File: src/design/wind_sensor_message_decoder_defines.svh
// Assertion macros shared by the wind sensor message decoder modules.
// Each macro expects signals named clk and rst in the scope where it is used.
`ifndef WIND_SENSOR_MESSAGE_DECODER_DEFINES_SVH
`define WIND_SENSOR_MESSAGE_DECODER_DEFINES_SVH

// Condition that must hold at every clock edge out of reset.
`define WSMD_ASSERT_NOW(name, cond, msg) \
  name: assert property (@(posedge clk) disable iff (rst) (cond)) else $error(msg);

// Same-cycle implication.
`define WSMD_ASSERT_IMP(name, ante, cons, msg) \
  name: assert property (@(posedge clk) disable iff (rst) (ante) |-> (cons)) else $error(msg);

// Next-cycle implication.
`define WSMD_ASSERT_NXT(name, ante, cons, msg) \
  name: assert property (@(posedge clk) disable iff (rst) (ante) |=> (cons)) else $error(msg);

`endif

File: src/design/wsmd_pkg.sv
// Shared types, constants and helpers for the wind sensor message decoder.
// No dependencies.
package wsmd_pkg;

  localparam int unsigned MSG_BYTES = 10;
  localparam int unsigned CNT_W     = 4;
  localparam int unsigned SUM_W     = 9;
  localparam int unsigned VAL_W     = 11;

  // Known sensor type pairs (byte zero, byte one).
  localparam logic [7:0] TYPE_A0 = 8'h3A;
  localparam logic [7:0] TYPE_A1 = 8'h0D;
  localparam logic [7:0] TYPE_B0 = 8'h19;
  localparam logic [7:0] TYPE_B1 = 8'h84;
  localparam logic [7:0] TYPE_C0 = 8'h19;
  localparam logic [7:0] TYPE_C1 = 8'h94;
  localparam logic [7:0] TYPE_D0 = 8'h1A;
  localparam logic [7:0] TYPE_D1 = 8'h89;

  localparam logic [SUM_W-1:0] CHECK_OFFSET = SUM_W'(10);
  localparam logic [3:0]       BATT_MIN     = 4'd4;

  typedef enum logic [1:0] {
    ST_GOOD     = 2'd0,
    ST_BAD_TYPE = 2'd1,
    ST_BAD_SUM  = 2'd2
  } status_t;

  // Completed message as seen by the decode stage.
  typedef struct packed {
    logic             done;
    logic [7:0]       type0;
    logic [7:0]       type1;
    logic [7:0]       b4;
    logic [7:0]       b5;
    logic [7:0]       b6;
    logic [7:0]       b7;
    logic [7:0]       b8;
    logic [7:0]       check;
    logic [SUM_W-1:0] sum;
  } msg_t;

  typedef struct packed {
    status_t          status;
    logic [VAL_W-1:0] direction;
    logic [VAL_W-1:0] gust;
    logic [VAL_W-1:0] average;
    logic             battery;
    logic [7:0]       sensor;
  } result_t;

  // Three nibbles weighted 100/10/1; max 1665 fits eleven bits.
  function automatic logic [VAL_W-1:0] digits3(input logic [3:0] h, input logic [3:0] t,
                                               input logic [3:0] o);
    digits3 = VAL_W'(h) * VAL_W'(100) + VAL_W'(t) * VAL_W'(10) + VAL_W'(o);
  endfunction

endpackage

File: src/design/wind_sensor_message_decoder.sv
// Wind sensor message decoder: ten bytes in, one decoded result out.
// The tenth byte passes through the input register and then the result register, which
// raises m_tvalid; an untaken waiting result can hold the byte back on the way.
// Throughput: one byte per cycle; a waiting result stalls input only when not taken.
// Reset clears the input and result valids, byte count and nibble sum;
// the byte store is not reset and is always written before it is read.
module wind_sensor_message_decoder import wsmd_pkg::*; (
  input  logic        clk,
  input  logic        rst,
  input  logic        s_tvalid,
  output logic        s_tready,
  input  logic [7:0]  s_tdata,   // [7:0] byte_value
  input  logic        s_tuser,   // [0] first_byte
  output logic        m_tvalid,
  input  logic        m_tready,
  output logic [47:0] m_tdata    // [1:0] status, [12:2] direction, [23:13] gust_tenths,
                                 // [34:24] average_tenths, [35] battery_good,
                                 // [43:36] sensor_byte, [47:44] zero
);

  logic    advance;
  msg_t    msg;
  result_t result;

  assign advance = !m_tvalid || m_tready;

  wsmd_collect u_collect (
    .clk      (clk),
    .rst      (rst),
    .s_tvalid (s_tvalid),
    .s_tready (s_tready),
    .s_tdata  (s_tdata),
    .s_tuser  (s_tuser),
    .advance  (advance),
    .msg      (msg)
  );

  wsmd_decode u_decode (
    .clk     (clk),
    .rst     (rst),
    .advance (advance),
    .msg     (msg),
    .m_valid (m_tvalid),
    .result  (result)
  );

  assign m_tdata = {4'b0000, result.sensor, result.battery, result.average,
                    result.gust, result.direction, result.status};

endmodule

File: src/design/wsmd_collect.sv
// Input register, byte counter, nibble sum and message byte store.
// Depends on wsmd_pkg and the assertion macro header.
`include "wind_sensor_message_decoder_defines.svh"

module wsmd_collect import wsmd_pkg::*; (
  input  logic       clk,
  input  logic       rst,
  input  logic       s_tvalid,
  output logic       s_tready,
  input  logic [7:0] s_tdata,   // [7:0] byte_value
  input  logic       s_tuser,   // [0] first_byte
  input  logic       advance,
  output msg_t       msg
);

  logic             in_valid;
  logic [7:0]       in_byte;
  logic             in_first;
  logic [CNT_W-1:0] byte_count;
  logic [SUM_W-1:0] nibble_sum;
  logic [7:0]       store [0:MSG_BYTES-2];

  logic [CNT_W-1:0] cnt_eff;
  logic [SUM_W-1:0] sum_eff;
  logic [SUM_W-1:0] sum_add;
  logic             take;
  logic             in_msg;

  assign s_tready = !in_valid || advance;

  always_comb begin
    cnt_eff = in_first ? '0 : byte_count;
    sum_eff = in_first ? '0 : nibble_sum;
    sum_add = sum_eff + SUM_W'(in_byte[7:4]) + SUM_W'(in_byte[3:0]);
    take    = in_valid && advance && (cnt_eff < CNT_W'(MSG_BYTES));
    // byte nine is the check byte: not summed and not stored
    in_msg  = cnt_eff < CNT_W'(MSG_BYTES - 1);
  end

  always_ff @(posedge clk) begin
    if (rst) begin
      in_valid   <= 1'b0;
      byte_count <= '0;
      nibble_sum <= '0;
    end else begin
      if (s_tvalid && s_tready) begin
        in_valid <= 1'b1;
      end else if (advance) begin
        in_valid <= 1'b0;
      end
      if (take) begin
        byte_count <= cnt_eff + CNT_W'(1);
        if (in_msg) begin
          nibble_sum <= sum_add;
        end
      end
    end
  end

  always_ff @(posedge clk) begin
    if (s_tvalid && s_tready) begin
      in_byte  <= s_tdata;
      in_first <= s_tuser;
    end
    if (take && in_msg) begin
      store[cnt_eff] <= in_byte;
    end
  end

  always_comb begin
    msg.done  = take && (cnt_eff == CNT_W'(MSG_BYTES - 1));
    msg.type0 = store[0];
    msg.type1 = store[1];
    msg.b4    = store[4];
    msg.b5    = store[5];
    msg.b6    = store[6];
    msg.b7    = store[7];
    msg.b8    = store[8];
    msg.check = in_byte;
    msg.sum   = sum_eff;
  end

  `WSMD_ASSERT_NOW(a_count_range, byte_count <= CNT_W'(MSG_BYTES), "byte count past message length")
  `WSMD_ASSERT_NXT(a_count_full, msg.done, byte_count == CNT_W'(MSG_BYTES), "count not full after last byte")
  `WSMD_ASSERT_NXT(a_stall_holds, in_valid && !advance, in_valid && $stable(in_byte), "stalled byte lost")

endmodule

File: src/design/wsmd_decode.sv
// Type and checksum check, field assembly and result register.
// Depends on wsmd_pkg and the assertion macro header.
`include "wind_sensor_message_decoder_defines.svh"

module wsmd_decode import wsmd_pkg::*; (
  input  logic    clk,
  input  logic    rst,
  input  logic    advance,
  input  msg_t    msg,
  output logic    m_valid,
  output result_t result
);

  logic    type_ok;
  logic    sum_ok;
  result_t res_next;
  logic    res_empty;

  always_comb begin
    type_ok = (msg.type0 == TYPE_A0 && msg.type1 == TYPE_A1) ||
              (msg.type0 == TYPE_B0 && msg.type1 == TYPE_B1) ||
              (msg.type0 == TYPE_C0 && msg.type1 == TYPE_C1) ||
              (msg.type0 == TYPE_D0 && msg.type1 == TYPE_D1);
    // sum - 10 == check, written without going negative
    sum_ok  = msg.sum == (SUM_W'(msg.check) + CHECK_OFFSET);

    res_next = '0;
    if (!type_ok) begin
      res_next.status = ST_BAD_TYPE;
    end else if (!sum_ok) begin
      res_next.status = ST_BAD_SUM;
    end else begin
      res_next.status    = ST_GOOD;
      res_next.direction = digits3(msg.b5[7:4], msg.b5[3:0], msg.b4[7:4]);
      res_next.gust      = digits3(msg.b7[3:0], msg.b6[7:4], msg.b6[3:0]);
      res_next.average   = digits3(msg.b8[7:4], msg.b8[3:0], msg.b7[7:4]);
      res_next.battery   = msg.b4[3:0] >= BATT_MIN;
      res_next.sensor    = msg.b4;
    end
  end

  always_ff @(posedge clk) begin
    if (rst) begin
      m_valid <= 1'b0;
    end else if (advance) begin
      m_valid <= msg.done;
    end
  end

  always_ff @(posedge clk) begin
    if (advance && msg.done) begin
      result <= res_next;
    end
  end

  assign res_empty = result.direction == '0 && result.gust == '0 &&
                     result.average == '0 && !result.battery && result.sensor == '0;

  `WSMD_ASSERT_IMP(a_bad_zeroed, m_valid && result.status != ST_GOOD, res_empty, "bad message carries data")
  `WSMD_ASSERT_NXT(a_result_follows, advance && msg.done, m_valid, "completed message gave no result")
  `WSMD_ASSERT_NXT(a_result_holds, m_valid && !advance, m_valid && $stable(result), "stalled result lost")

endmodule

File: config.mk
export PLATFORM = sky130hd
export DESIGN_NAME = wind_sensor_message_decoder
export DESIGN_NICKNAME = d
export VERILOG_FILES = /design/src/design/wsmd_pkg.sv /design/src/design/wind_sensor_message_decoder.sv /design/src/design/wsmd_collect.sv /design/src/design/wsmd_decode.sv
export VERILOG_INCLUDE_DIRS = /design/src /design/src/design
export SDC_FILE = /design/constraint.sdc
export NUM_CORES = 1
export LEC_CHECK = 0
export ABC_AREA = 1
export BUFFER_PORTS_ARGS = -buffer_cell sky130_fd_sc_hd__buf_2
export CAP_MARGIN = 10
export CORE_MARGIN = 8
export CORE_UTILIZATION = 60
export DETAILED_ROUTE_END_ITERATION = 8
export GPL_TIMING_DRIVEN = 0
export PLACE_DENSITY = 0.87
export SKIP_LAST_GASP = 1
export SLEW_MARGIN = 25
export SYNTH_ARGS = -nofsm -noshare
export SYNTH_HDL_FRONTEND = slang
export SYNTH_SLANG_ARGS = --single-unit
File: constraint.sdc
create_clock -name clk -period 6.56 [get_ports clk]
set_input_delay 0.656 -clock clk [delete_from_list [all_inputs] [get_ports clk]]
set_output_delay 0.656 -clock clk [all_outputs]
set_load 0.05 [all_outputs]
==> results summary, run 1 <==
For this run, the leading register cell type out of synthesis is sky130_fd_sc_hd__edfxtp_1. The count of port buffers added during placement came out at 58. In this run the critical register-to-register path is captured at u_decode.result[30]. The die covers 15900 µm². The final hold violation count came to 0. The antenna violation net count after detailed routing is 0.

The flow ran to the end, and the final reports show no timing, DRC or antenna violations. The final cycle utilization of the critical path came out at 0.495. The worst hold path terminates at u_collect.in_byte[7]. STA classifies the critical path endpoint as a register. The power per unit of standard cell area came out at 222 nW/µm². Entering global routing, the biggest net connects 17 pins.

Setup repair after global routing left no endpoint under its margin. Setup violations remaining at the end of the flow were counted as 0. The remaining routing DRC violations came out at 0. The largest total area in the synthesized netlist belongs to sky130_fd_sc_hd__edfxtp_1. Row generation in the floorplan step produced 40 rows.

The placed instance count came out at 865. The initial core utilization came out at 0.610. The source-to-sink clock delay at the later pin of the worst-skew pair came out at 410 ps.

The flip-flop and latch count after synthesis came out at 123. The number of cells produced by synthesis came out at 653. Of the cells placed in the final design, the portion with a size suffix greater than 1 is 0.205. Counting flops with an async set or reset pin after synthesis yields a share of 0.

The worst-case hold slack came out at 417 ps. The required time of the critical path came out at 6800 ps. The pin slew with the least headroom to its limit came out at 773 ps. The number of hold buffers added after CTS was 0. After the last flow step, the layout net total stands at 857. The worst path meets setup with 3320 ps of slack. The maximum fanout along the worst path is 4. The number of enable-type register cells in the synthesized netlist is 108. The relative slew slack is 0.482. The first-pass detailed-route iteration total is 4. For this design the top-level I/O count stands at 63. The via count of the first global-routing pass is 5160. A synthesized cell averages 11.1 µm². The final RePlAce weighted congestion came out at 0.843. The depth of the most critical reg-to-reg path is 14. The worst register-to-register path has a setup slack of 3320 ps. The clock-pin slew on the worst setup and hold paths is 50 ps. The number of warning messages in the yosys log is 0.

The post-route clock skew is 8.47 ps. The area share of the largest cell type after synthesis came out at 0.446. The H-tree depth reported by CTS came out at 4.

Summed over all layers, the global routing overflow is 0. The count of inserted antenna diode cells came out at 0. For this run, the top clock speed supported by timing is 308 MHz. The total of max-cap violations came out at 0.

The startpoint-to-endpoint class of the critical path is reg2reg. The via density per instance is 5.40. The layout-stage area growth over the synthesis result is 15.1%. The die is 126 µm wide. The filler-free cell count of the finished design is 897. The library cell used most frequently in the layout, excluding fill and tap cells, is sky130_fd_sc_hd__edfxtp_1. The smallest clock period supported by the final layout is computed as 3240 ps. Across the VDD grid, the largest voltage drop is 0.000194 V.

The startpoint kind of the worst setup timing path is a register. Leaving out fill and tap cells, the most frequent cells in the layout are 108 x sky130_fd_sc_hd__edfxtp_1, 98 x sky130_fd_sc_hd__nand2_1, 87 x sky130_fd_sc_hd__ha_1. The data arrival time of the critical path came out at 3480 ps. Timing analysis after detailed placement gives a worst setup slack of 3410 ps. The leakage power of the design is 3.60 nW.

The initial antenna violation count came to 0. The filler cells instantiated in the layout total 835. The via count of the routed design came out at 4841. The tree is rooted in a sky130_fd_sc_hd__clkbuf_16. Ranked by total cell area, the synthesized netlist is headed by sky130_fd_sc_hd__edfxtp_1 45%, sky130_fd_sc_hd__ha_1 15%, sky130_fd_sc_hd__fa_1 5.5%. The total routing resource utilization after global routing came out at 0.194. In this run the critical register-to-register path is launched from u_collect.store[6][7]. The number of gates resized after CTS is 0. Summed over all nets, the half-perimeter wirelength after detailed placement is 11.1 mm.

The worst min-delay path startpoint is s_tdata[7]. Dividing the detail-routed wire length by the instance count gives 16.3 µm. The final max-slew violation count was 0. The TritonCTS sink count is 123. The CTS buffer count is 17. The path class of the lowest-slack min-delay path is in2reg. The number of setup buffers added after CTS came out at 0. The hold-critical path depth came out at 1. The count of cell types in the netlist is 44. Measured on the finished design, the core utilization comes to 0.703. The area of the mapped netlist came out at 7270 µm². After detailed routing, the total wire length is 14.6 mm. The die span in y is 126 µm. The global-route wire length before repair came out at 24.4 mm. For this run, the register share of the synthesized area comes to 0.487. For this block, the initial DRC count from the detailed router was 246. Setup total negative slack on the finished layout was measured at 0 ps. The maximum clock insertion buffer count came out at 2. The TritonCTS clock tree is done. The placeable core region came out at 11900 µm².
[registers in the layout, summed over array words and instances (netlist names)]
register / count
u_collect.store: 56
u_collect.in_byte: 8
u_collect.byte_count: 4
u_decode.result: 43
u_collect.in_valid: 1
u_collect.nibble_sum: 9
u_collect.in_first: 1
u_decode.m_valid: 1
[per-stage QoR]
step	instance area [µm²]	power (mW)
2_1_floorplan	7280	0.983
3_3_place_gp	7760	1.01
3_5_place_dp	7810	1.02
4_1_cts	8360	1.87
5_1_grt	8370	1.92
6_report	8370	1.86
[cells by family (layout without fill, tap and decap cells)]
kind of cell,count (synthesis),after routing,share of synthesized area
compound gates,57,57,0.0444
xor+xnor,30,30,0.0361
flops,123,123,0.487
other cells,1,4,0.000516
buf+inv,105,199,0.0635
fa+ha+maj,107,107,0.205
simple gates,230,230,0.163
[cell type report]
cell class / instances / area [µm²] / share of cell area
Clock inverter: 5 / 35.0 / 0.00418
Inverter: 90 / 345 / 0.0412
Multi-Input combinational cell: 428 / 3310 / 0.396
Tap cell: 147 / 184 / 0.0220
Clock buffer: 27 / 515 / 0.0616
Sequential cell: 123 / 3540 / 0.423
Timing Repair Buffer: 62 / 320 / 0.0383
Buffer: 15 / 116 / 0.0139
[worst max-delay path, cell delays in order, from the launching register on]
cell                       delay (ps)
sky130_fd_sc_hd__edfxtp_1         460
sky130_fd_sc_hd__ha_1             310
sky130_fd_sc_hd__ha_1             230
sky130_fd_sc_hd__fa_1             440
sky130_fd_sc_hd__ha_1             310
sky130_fd_sc_hd__ha_1             370
sky130_fd_sc_hd__a21oi_1          220
sky130_fd_sc_hd__nand2_1          110
sky130_fd_sc_hd__nand2_1           80
sky130_fd_sc_hd__nand2_1           70
sky130_fd_sc_hd__nand2_1           60
sky130_fd_sc_hd__nand2_1           60
sky130_fd_sc_hd__nand3_1           70
sky130_fd_sc_hd__nand2_1           70
sky130_fd_sc_hd__nor3_1           190
[routing by layer]
layer	wire [µm]	track usage
met3	1040	0.0595
met2	7420	0.332
met1	5930	0.220
met4	255	0.0807
met5	0	0
[report_power, final]
| part | internal [mW] | switching (mW) |
|---|---|---|
| Clock | 0.538 | 0.318 |
| Combinational | 0.0426 | 0.0751 |
| Sequential | 0.865 | 0.0199 |
| Total | 1.45 | 0.413 |
[worst max path at each step]
stage / cells past startpoint / to / start / slack, ps
after floorplan: 4 / u_decode.result[0] / m_tready / 2010
after global placement: 5 / u_decode.result[42] / m_tready / 500
after detailed placement: 15 / u_decode.result[19] / u_collect.store[8][1] / 3410
after CTS: 14 / u_decode.result[30] / u_collect.store[6][7] / 3350
after global routing: 16 / u_decode.result[30] / u_collect.store[6][7] / 3190
final: 14 / u_decode.result[30] / u_collect.store[6][7] / 3320
[Yosys cell counts, types with 9 or more instances]
cell                       count
sky130_fd_sc_hd__nand3_1      23
sky130_fd_sc_hd__and3_1       19
sky130_fd_sc_hd__o21ai_0      11
sky130_fd_sc_hd__nor3_1       15
sky130_fd_sc_hd__nor3_2        9
sky130_fd_sc_hd__nand3_2      10
sky130_fd_sc_hd__inv_1        86
sky130_fd_sc_hd__dfxtp_1      15
sky130_fd_sc_hd__edfxtp_1    108
sky130_fd_sc_hd__nor2_1       23
sky130_fd_sc_hd__xor2_1       20
sky130_fd_sc_hd__a21oi_1      29
sky130_fd_sc_hd__nand2_1      98
sky130_fd_sc_hd__nor2_2       10
sky130_fd_sc_hd__fa_1         20
sky130_fd_sc_hd__xnor2_1      10
sky130_fd_sc_hd__ha_1         87
Note: power is estimated with default switching activity, not from simulation.
==> run 2: changes to the inputs <==
--- a/config.mk
+++ b/config.mk
@@ -6,7 +6,7 @@
 export SDC_FILE = /design/constraint.sdc
 export NUM_CORES = 1
 export LEC_CHECK = 0
-export ABC_AREA = 1
+export ABC_AREA = 0
 export BUFFER_PORTS_ARGS = -buffer_cell sky130_fd_sc_hd__buf_2
 export CAP_MARGIN = 10
 export CORE_MARGIN = 8
==> constraint.sdc (replaced) <==
create_clock -name clk -period 3 [get_ports clk]
set_input_delay 0.3 -clock clk [delete_from_list [all_inputs] [get_ports clk]]
set_output_delay 0.3 -clock clk [all_outputs]
set_load 0.05 [all_outputs]
==> run 2 against run 1 <==
Net effect: the flow now finishes with violations (negative setup slack); power rose by 130%; global-route usage rose by 3.3 points; register-to-register slack got worse by 3400 ps; non-clock buffer count rose by 28; fmax rose by 4.2%; utilization rose by 6.2 points; sequential share of layout area fell by 1.8 points; count of clock-buffer cells in the layout fell by 9; sequential cell count did not move; critical path depth fell by 2; clock power rose to 2.5 times the previous value; critical endpoint unchanged; highest routed layer unchanged.
==> results summary, run 2 <==
The async set-or-reset flop fraction in the synthesized netlist is 0 (unchanged). The total wire length was 18.2 mm (was 14.6 mm). The post-route clock skew is 11.0 ps (was 8.47 ps). The launch instance of the worst register-to-register path is u_collect.store[6][5] (was u_collect.store[6][7]). The maximum fanout along the worst path is 3 (was 4). The detail-routed net length per standard cell was 21.8 µm (was 16.3 µm). The antenna violation net count after detailed routing came out at 0 (unchanged).

The number of cells produced by synthesis is 570 (was 653). The H-tree depth reported by CTS is 4 (unchanged). The via count of the routed design came to 5034 (was 4841). The CTS buffer count is 17 (unchanged). The cell with the largest stage delay on the worst path was sky130_fd_sc_hd__edfxtp_1 (unchanged). The source-to-sink clock delay at the later pin of the worst-skew pair is 420 ps (was 410 ps).

The filler-free cell count of the finished design was 836 (was 897). The initial antenna violation count is 0 (unchanged). The count of cell types in the netlist is 50 (was 44). Registers with the most flip-flops: u_collect.store x56, u_decode.result x43, u_collect.nibble_sum x9 (unchanged). The most common cell after layout, fill and taps aside is sky130_fd_sc_hd__edfxtp_1 (unchanged). The via density per instance was 6.02 (was 5.40). The width of the chip came to 124 µm (was 126 µm).

The final max-slew violation count is 0 (unchanged). The area share of the largest cell type after synthesis came out at 0.463 (was 0.446). The critical path endpoint category is a register (unchanged). Chain of cells forming the critical path: ha_4 > ha_4 > fa_2 > xor2_2 > ha_4 > ha_4 > o21a_1 > o31a_1 > nand2b_1 > o211ai_1 > xnor2_1 > nor2_1 (was ha_1 > ha_1 > fa_1 > ha_1 > ha_1 > a21oi_1 > nand2_1 > nand2_1 > nand2_1 > nand2_1 > nand2_1 > nand3_1 > nand2_1 > nor3_1). The number of endpoints failing setup at the final stage is 6 (was 0). The global-route wire length before repair came to 26.3 mm (was 24.4 mm).

The TritonCTS sink count is 123 (unchanged). The dominant register cell in the synthesized netlist is sky130_fd_sc_hd__edfxtp_1 (unchanged). The number of enable-type register cells in the synthesized netlist came out at 108 (unchanged).

The aggregate global routing overflow is 0 (unchanged). The critical path's largest stage delay is 470 ps (was 460 ps). The first-pass detailed-route iteration total came out at 5 (was 4). The most used cell along the critical path was sky130_fd_sc_hd__ha_4 (was sky130_fd_sc_hd__nand2_1). The final hold violation count is 0 (unchanged).

The power per unit of standard cell area came out at 493 nW/µm² (was 222 nW/µm²). The maximum clock insertion buffer count is 2 (unchanged). The register area share after synthesis came out at 0.506 (was 0.487). The TritonCTS clock tree is done (unchanged). The flip-flop count of the largest register after layout is 56 (unchanged).

The final RePlAce weighted congestion is 0.798 (was 0.843). The via count of the first global-routing pass is 5244 (was 5160). The area of the mapped netlist was 7000 µm² (was 7270 µm²). The total power after layout is 4.30 mW (was 1.86 mW). The checks that failed: negative setup slack. The pin slew with the least headroom to its limit came out at 587 ps (was 773 ps). The total of max-cap violations is 0 (unchanged).

The maximum clock rate is 321 MHz (was 308 MHz). The final cycle utilization of the critical path is 1.04 (was 0.495). The clock-pin slew on the worst setup and hold paths came out at 60 ps (was 50 ps). The number of ports placed on the die boundary is 63 (unchanged). The startpoint kind of the worst setup timing path is a register (unchanged). The final critical path time including I/O delays and setup came out at 3110 ps (was 3240 ps). Run status: finished with violations (was finished clean). The register bank with the most flops is u_collect.store (unchanged). The number of warning messages in the yosys log came to 0 (unchanged).

The post-placement cell area came out at 7500 µm² (was 7810 µm²). The row count was 39 (was 40). The placed instance count is 775 (was 865). The maximum number of pins on one net before global-route repair was 39 (was 17).

The startpoint-to-endpoint class of the critical path is reg2reg (unchanged). The number of DRC markers in iteration 0 came out at 582 (was 246). The die span in y came to 124 µm (was 126 µm).

The dominant cell by count in the synthesized netlist is sky130_fd_sc_hd__edfxtp_1 (unchanged). The remaining routing DRC violations came out at 0 (unchanged). The worst-case vdd ir drop is 0.000346 V (was 0.000194 V). Highest-count cells in the layout ignoring fill and taps: 108 x sky130_fd_sc_hd__edfxtp_1, 66 x sky130_fd_sc_hd__ha_1, 64 x sky130_fd_sc_hd__buf_2 (was 108 x sky130_fd_sc_hd__edfxtp_1, 98 x sky130_fd_sc_hd__nand2_1, 87 x sky130_fd_sc_hd__ha_1).

Setup repair after global routing missed its margin: yes (was no). The post-cts hold buffer count came out at 0 (unchanged). The post-layout net count is 800 (was 857). The worst-case hold slack was 46.5 ps (was 417 ps). The layout-stage area growth over the synthesis result came to 24.8% (was 15.1%). The area of the die is 15400 µm² (was 15900 µm²). The worst min-delay path startpoint is s_tdata[5] (was s_tdata[7]). The placeable core region came out at 11400 µm² (was 11900 µm²).

Commonest cells in the netlist: 108 x sky130_fd_sc_hd__edfxtp_1, 87 x sky130_fd_sc_hd__ha_1, 55 x sky130_fd_sc_hd__inv_1 (was 108 x sky130_fd_sc_hd__edfxtp_1, 98 x sky130_fd_sc_hd__nand2_1, 87 x sky130_fd_sc_hd__ha_1). The count of inserted antenna diode cells is 0 (unchanged). The required time of the critical path is 3160 ps (was 6800 ps). The count of port buffers added during placement is 58 (unchanged).

The total negative setup slack is -322 ps (was 0 ps). The startpoint of the worst setup timing path is u_collect.store[6][5] (was u_collect.store[6][7]). The finished layout cell area is 8730 µm² (was 8370 µm²). The relative slew slack is 0.609 (was 0.482). The path class of the lowest-slack min-delay path was in2reg (unchanged). The data arrival time of the critical path is 3280 ps (was 3480 ps). The leakage power of the design came out at 3.76 nW (was 3.60 nW). The total routing resource utilization after global routing is 0.227 (was 0.194). The final core area utilization is 0.765 (was 0.703). The initial core utilization came to 0.613 (was 0.610).

The worst slack at placement is -327 ps (was 3410 ps). The per-instance average area after synthesis came out at 12.3 µm² (was 11.1 µm²). Dominant cells by area after synthesis: sky130_fd_sc_hd__edfxtp_1 46%, sky130_fd_sc_hd__ha_1 16%, sky130_fd_sc_hd__fa_1 5.7% (was sky130_fd_sc_hd__edfxtp_1 45%, sky130_fd_sc_hd__ha_1 15%, sky130_fd_sc_hd__fa_1 5.5%).

The clock root buffer is sky130_fd_sc_hd__clkbuf_16 (unchanged). The most area-hungry cell type in the Yosys netlist is sky130_fd_sc_hd__edfxtp_1 (unchanged). The flip-flop and latch count after synthesis came to 123 (unchanged). The final worst setup slack was -113 ps (was 3320 ps). The fraction of final layout cells with drive strength greater than 1 is 0.290 (was 0.205). The HPWL after detailed placement came out at 10.4 mm (was 11.1 mm).
[run 2: critical path: cells and delay by family (launching register included)]
family,cells,cell delay (ps)
simple gates,2,200
fa+ha+maj,5,1360
xor+xnor,2,410
compound gates,3,420
flops,1,470
[run 2: cell type report]
| class | instances | area [µm²] |
|---|---|---|
| multi-input cells | 378 | 3560 |
| flip-flops and latches | 123 | 3540 |
| fillers | 651 | 2680 |
| repair buffers | 88 | 528 |
| clock buffers | 18 | 429 |
| inverters | 55 | 206 |
| clock inverters | 14 | 181 |
| well taps | 143 | 179 |
| plain buffers | 17 | 105 |
[run 2: path summary, 6_finish.rpt]
check        cells after the start                      end  slack (ps)
max                             12      u_decode.result[30]        -110
min                              1     u_collect.in_byte[5]          50
max reg2reg                     12      u_decode.result[30]        -110
min reg2reg                      2  u_collect.nibble_sum[4]         480
[run 2: power breakdown]
group	leakage, nW	switching (mW)	internal (mW)
clock network	0.297	0.821	1.33
registers	1.21	0.0436	1.89
logic	2.25	0.130	0.0972
[run 2: cells by family after synthesis]
family,Yosys count,synth area share
AO/OA/AOI/OAI,85,0.0786
XOR/XNOR,37,0.0463
adder cells (fa/ha/maj),107,0.213
buffers and inverters,72,0.0443
flip-flops,123,0.506
multiplexers,4,0.00590
other,1,0.000536
AND/OR/NAND/NOR,141,0.105
[run 2: repair_timing]
action / in CTS / in global routing
endpoints found under the setup margin: 24 / 24
setup buffers: 13 / 16
gates resized for setup: 31 / 43
pin swaps: 14 / 32
[run 2: metal layers]
| layer | track usage | vias up | routed length (µm) |
|---|---|---|---|
| met5 | 0 | - | 0 |
| met4 | 0.134 | 0 | 858 |
| met3 | 0.0539 | 86 | 1210 |
| met2 | 0.415 | 263 | 9660 |
| met1 | 0.231 | 2460 | 6470 |
| li1 | - | 2225 | - |
==> run 3: changes to the inputs <==
--- a/config.mk
+++ b/config.mk
@@ -13,6 +13,7 @@
 export CORE_UTILIZATION = 60
 export DETAILED_ROUTE_END_ITERATION = 8
 export GPL_TIMING_DRIVEN = 0
+export MAX_ROUTING_LAYER = met4
 export PLACE_DENSITY = 0.87
 export SKIP_LAST_GASP = 1
 export SLEW_MARGIN = 25
==> run 3 against run 2 <==
Net effect: the flow still finishes with violations (negative setup slack); power about the same; critical path depth unchanged; fmax down 0.16%; cell count up 0.12%; critical path type unchanged; largest cell class unchanged.
==> results summary, run 3 (synthesized netlist as in run 2, its figures left out) <==
The placed instance count is 775 (unchanged). The placeable core region came out at 11400 µm² (unchanged). The final hold violation count came to 0 (unchanged). The count of port buffers added during placement came to 58 (unchanged). The die span in y is 124 µm (unchanged). The global-route met2 utilization came to 0.417 (was 0.415). The initial core utilization was 0.613 (unchanged). The TritonCTS sink count is 123 (unchanged).

The required time of the critical path is 3160 ps (about the same). The number of endpoints failing setup at the final stage came out at 6 (unchanged). Highest-count cells in the layout ignoring fill and taps: 108 x sky130_fd_sc_hd__edfxtp_1, 66 x sky130_fd_sc_hd__ha_1, 64 x sky130_fd_sc_hd__buf_2 (unchanged). The maximum clock rate is 321 MHz (about the same). The row count was 39 (unchanged). The global-route wire length before repair came to 26.3 mm (unchanged). The fraction of power spent switching nets came out at 0.231 (about the same).

The relative slew slack was 0.582 (was 0.609). The startpoint kind of the worst setup timing path is a register (unchanged). The antenna violation net count after detailed routing is 0 (unchanged).

The worst-case hold slack came out at 48.0 ps (was 46.5 ps). The filler-free cell count of the finished design is 837 (was 836). The met1 layer usage reported by global route came out at 0.232 (was 0.231).

The most used routing layer is met2 (unchanged). The final max-slew violation count is 0 (unchanged). The area of the die came out at 15400 µm² (unchanged).

The total routing resource utilization after global routing came out at 0.234 (was 0.227). The worst-case vdd ir drop is 0.000345 V (was 0.000346 V). The final worst setup slack came out at -118 ps (was -113 ps).

The number of ports placed on the die boundary is 63 (unchanged). The H-tree depth reported by CTS is 4 (unchanged). The met3 usage came out at 0.0499 (was 0.0539).

The maximum number of pins on one net before global-route repair was 39 (unchanged). The CTS buffer count is 17 (unchanged). Setup repair after global routing missed its margin: yes (unchanged).

The pin slew with the least headroom to its limit came out at 628 ps (was 587 ps). The final cycle utilization of the critical path came out at 1.04 (about the same). The detail-routed net length per standard cell is 22.1 µm (was 21.8 µm).

The critical path endpoint category is a register (unchanged). The remaining routing DRC violations is 0 (unchanged). The fraction of final layout cells with drive strength greater than 1 is 0.291 (was 0.290). The width of the chip is 124 µm (unchanged).

The TritonCTS clock tree is done (unchanged). The most common cell after layout, fill and taps aside was sky130_fd_sc_hd__edfxtp_1 (unchanged). The HPWL after detailed placement was 10.4 mm (unchanged). The post-layout net count came out at 801 (was 800). The register bank with the most flops is u_collect.store (unchanged). The startpoint-to-endpoint class of the critical path is reg2reg (unchanged). The post-route clock skew came out at 10.2 ps (was 11.0 ps). The first-pass detailed-route iteration total is 5 (unchanged). The total of max-cap violations is 0 (unchanged). The sequential fraction of design power came out at 0.448 (about the same).

The clock-pin slew on the worst setup and hold paths is 60 ps (about the same). The logic gate share of total power came out at 0.053 (about the same). The internal power came out at 3.31 mW (about the same). The total wire length was 18.5 mm (was 18.2 mm). Failing checks: negative setup slack (unchanged). The maximum fanout along the worst path is 3 (unchanged).

The via count of the first global-routing pass is 5231 (was 5244). Run status: finished with violations (unchanged). The maximum clock insertion buffer count is 2 (unchanged).

The number of DRC markers in iteration 0 came to 557 (was 582). The net switching power is 996 µW (was 995 µW). The power share of the clock group is 0.499 (about the same). The final RePlAce weighted congestion came out at 0.809 (was 0.798). The clock root buffer is sky130_fd_sc_hd__clkbuf_16 (unchanged). The source-to-sink clock delay at the later pin of the worst-skew pair is 420 ps (about the same). The path class of the lowest-slack min-delay path was in2reg (unchanged).

The flip-flop count of the largest register after layout was 56 (unchanged). The count of inserted antenna diode cells came out at 0 (unchanged). The initial antenna violation count is 0 (unchanged). The via count of the routed design is 5015 (was 5034). The aggregate global routing overflow came out at 0 (unchanged). The data arrival time of the critical path was 3280 ps (about the same).

The fill cell total of the finished layout is 645 (was 651). The power per unit of standard cell area was 492 nW/µm² (was 493 nW/µm²). The final critical path time including I/O delays and setup came out at 3120 ps (was 3110 ps). The leakage power of the design came out at 3.77 nW (was 3.76 nW). The layout-stage area growth over the synthesis result is 24.9% (was 24.8%). The via density per instance is 5.99 (was 6.02). Registers with the most flip-flops: u_collect.store x56, u_decode.result x43, u_collect.nibble_sum x9 (unchanged). The final core area utilization is 0.766 (was 0.765).
[run 3: cell count changes in the layout (fill, tap and decap cells not counted), sizes merged]
cell and change:
buf +1
[run 3: stage by stage]
| stage | setup TNS [ps] | area [µm²] | power (mW) | setup slack [ps] |
|---|---|---|---|---|
| 4_1_cts | -6.97 | 8370 | 4.28 | -6.97 |
| 3_3_place_gp | -5270 | 7480 | 2.15 | -179 |
| 5_1_grt | -1050 | 8740 | 4.41 | -196 |
| 2_1_floorplan | 0 | 7010 | 2.10 | 18.1 |
| 3_5_place_dp | -3240 | 7500 | 2.17 | -327 |
| 6_report | -304 | 8740 | 4.30 | -118 |
[run 3: final timing paths]
path         cells past startpoint               startpoint                      end  slack [ps]
min                              1               s_tdata[5]     u_collect.in_byte[5]          50
min reg2reg                      2  u_collect.nibble_sum[4]  u_collect.nibble_sum[4]         480
max                             12    u_collect.store[6][5]      u_decode.result[30]        -120
max reg2reg                     12    u_collect.store[6][5]      u_decode.result[30]        -120
[run 3: timing repair]
item,4_1_cts,5_1_grt
pin swaps,14,32
gates resized for setup,31,43
hold buffers,0,0
buffers inserted,13,17
setup endpoints to repair,24,24
[run 3: layout make-up]
class	instances	area [µm²]	share of cell area
buffer	17	105	0.0120
clock buffer	18	429	0.0491
clock inverter	14	181	0.0208
inverter	55	206	0.0236
multi-input combinational	378	3560	0.407
sequential	123	3540	0.405
tap	143	179	0.0205
timing repair buffer	89	536	0.0613
[run 3: worst max-delay path, cell delays in order (launching register included)]
cell and delay (ps):
sky130_fd_sc_hd__edfxtp_1 470, sky130_fd_sc_hd__ha_4 300, sky130_fd_sc_hd__ha_4 180, sky130_fd_sc_hd__fa_2 350, sky130_fd_sc_hd__xor2_2 250, sky130_fd_sc_hd__ha_4 250, sky130_fd_sc_hd__ha_4 280, sky130_fd_sc_hd__o21a_1 110
sky130_fd_sc_hd__o31a_1 180, sky130_fd_sc_hd__nand2b_1 140, sky130_fd_sc_hd__o211ai_1 120, sky130_fd_sc_hd__xnor2_1 170, sky130_fd_sc_hd__nor2_1 60
[run 3: power by group through the flow]
stage	Clock [mW]	Sequential, mW	Combinational (mW)
2_1_floorplan	0	1.94	0.154
3_3_place_gp	0	1.96	0.183
3_5_place_dp	0	1.97	0.203
4_1_cts	2.14	1.93	0.209
5_1_grt	2.22	1.93	0.252
6_report	2.15	1.93	0.227
[run 3: metal layers]
| layer | up-vias | routed length [µm] |
|---|---|---|
| met5 | - | 0 |
| li1 | 2224 | - |
| met3 | 68 | 1130 |
| met2 | 258 | 9940 |
| met4 | 0 | 807 |
| met1 | 2465 | 6630 |
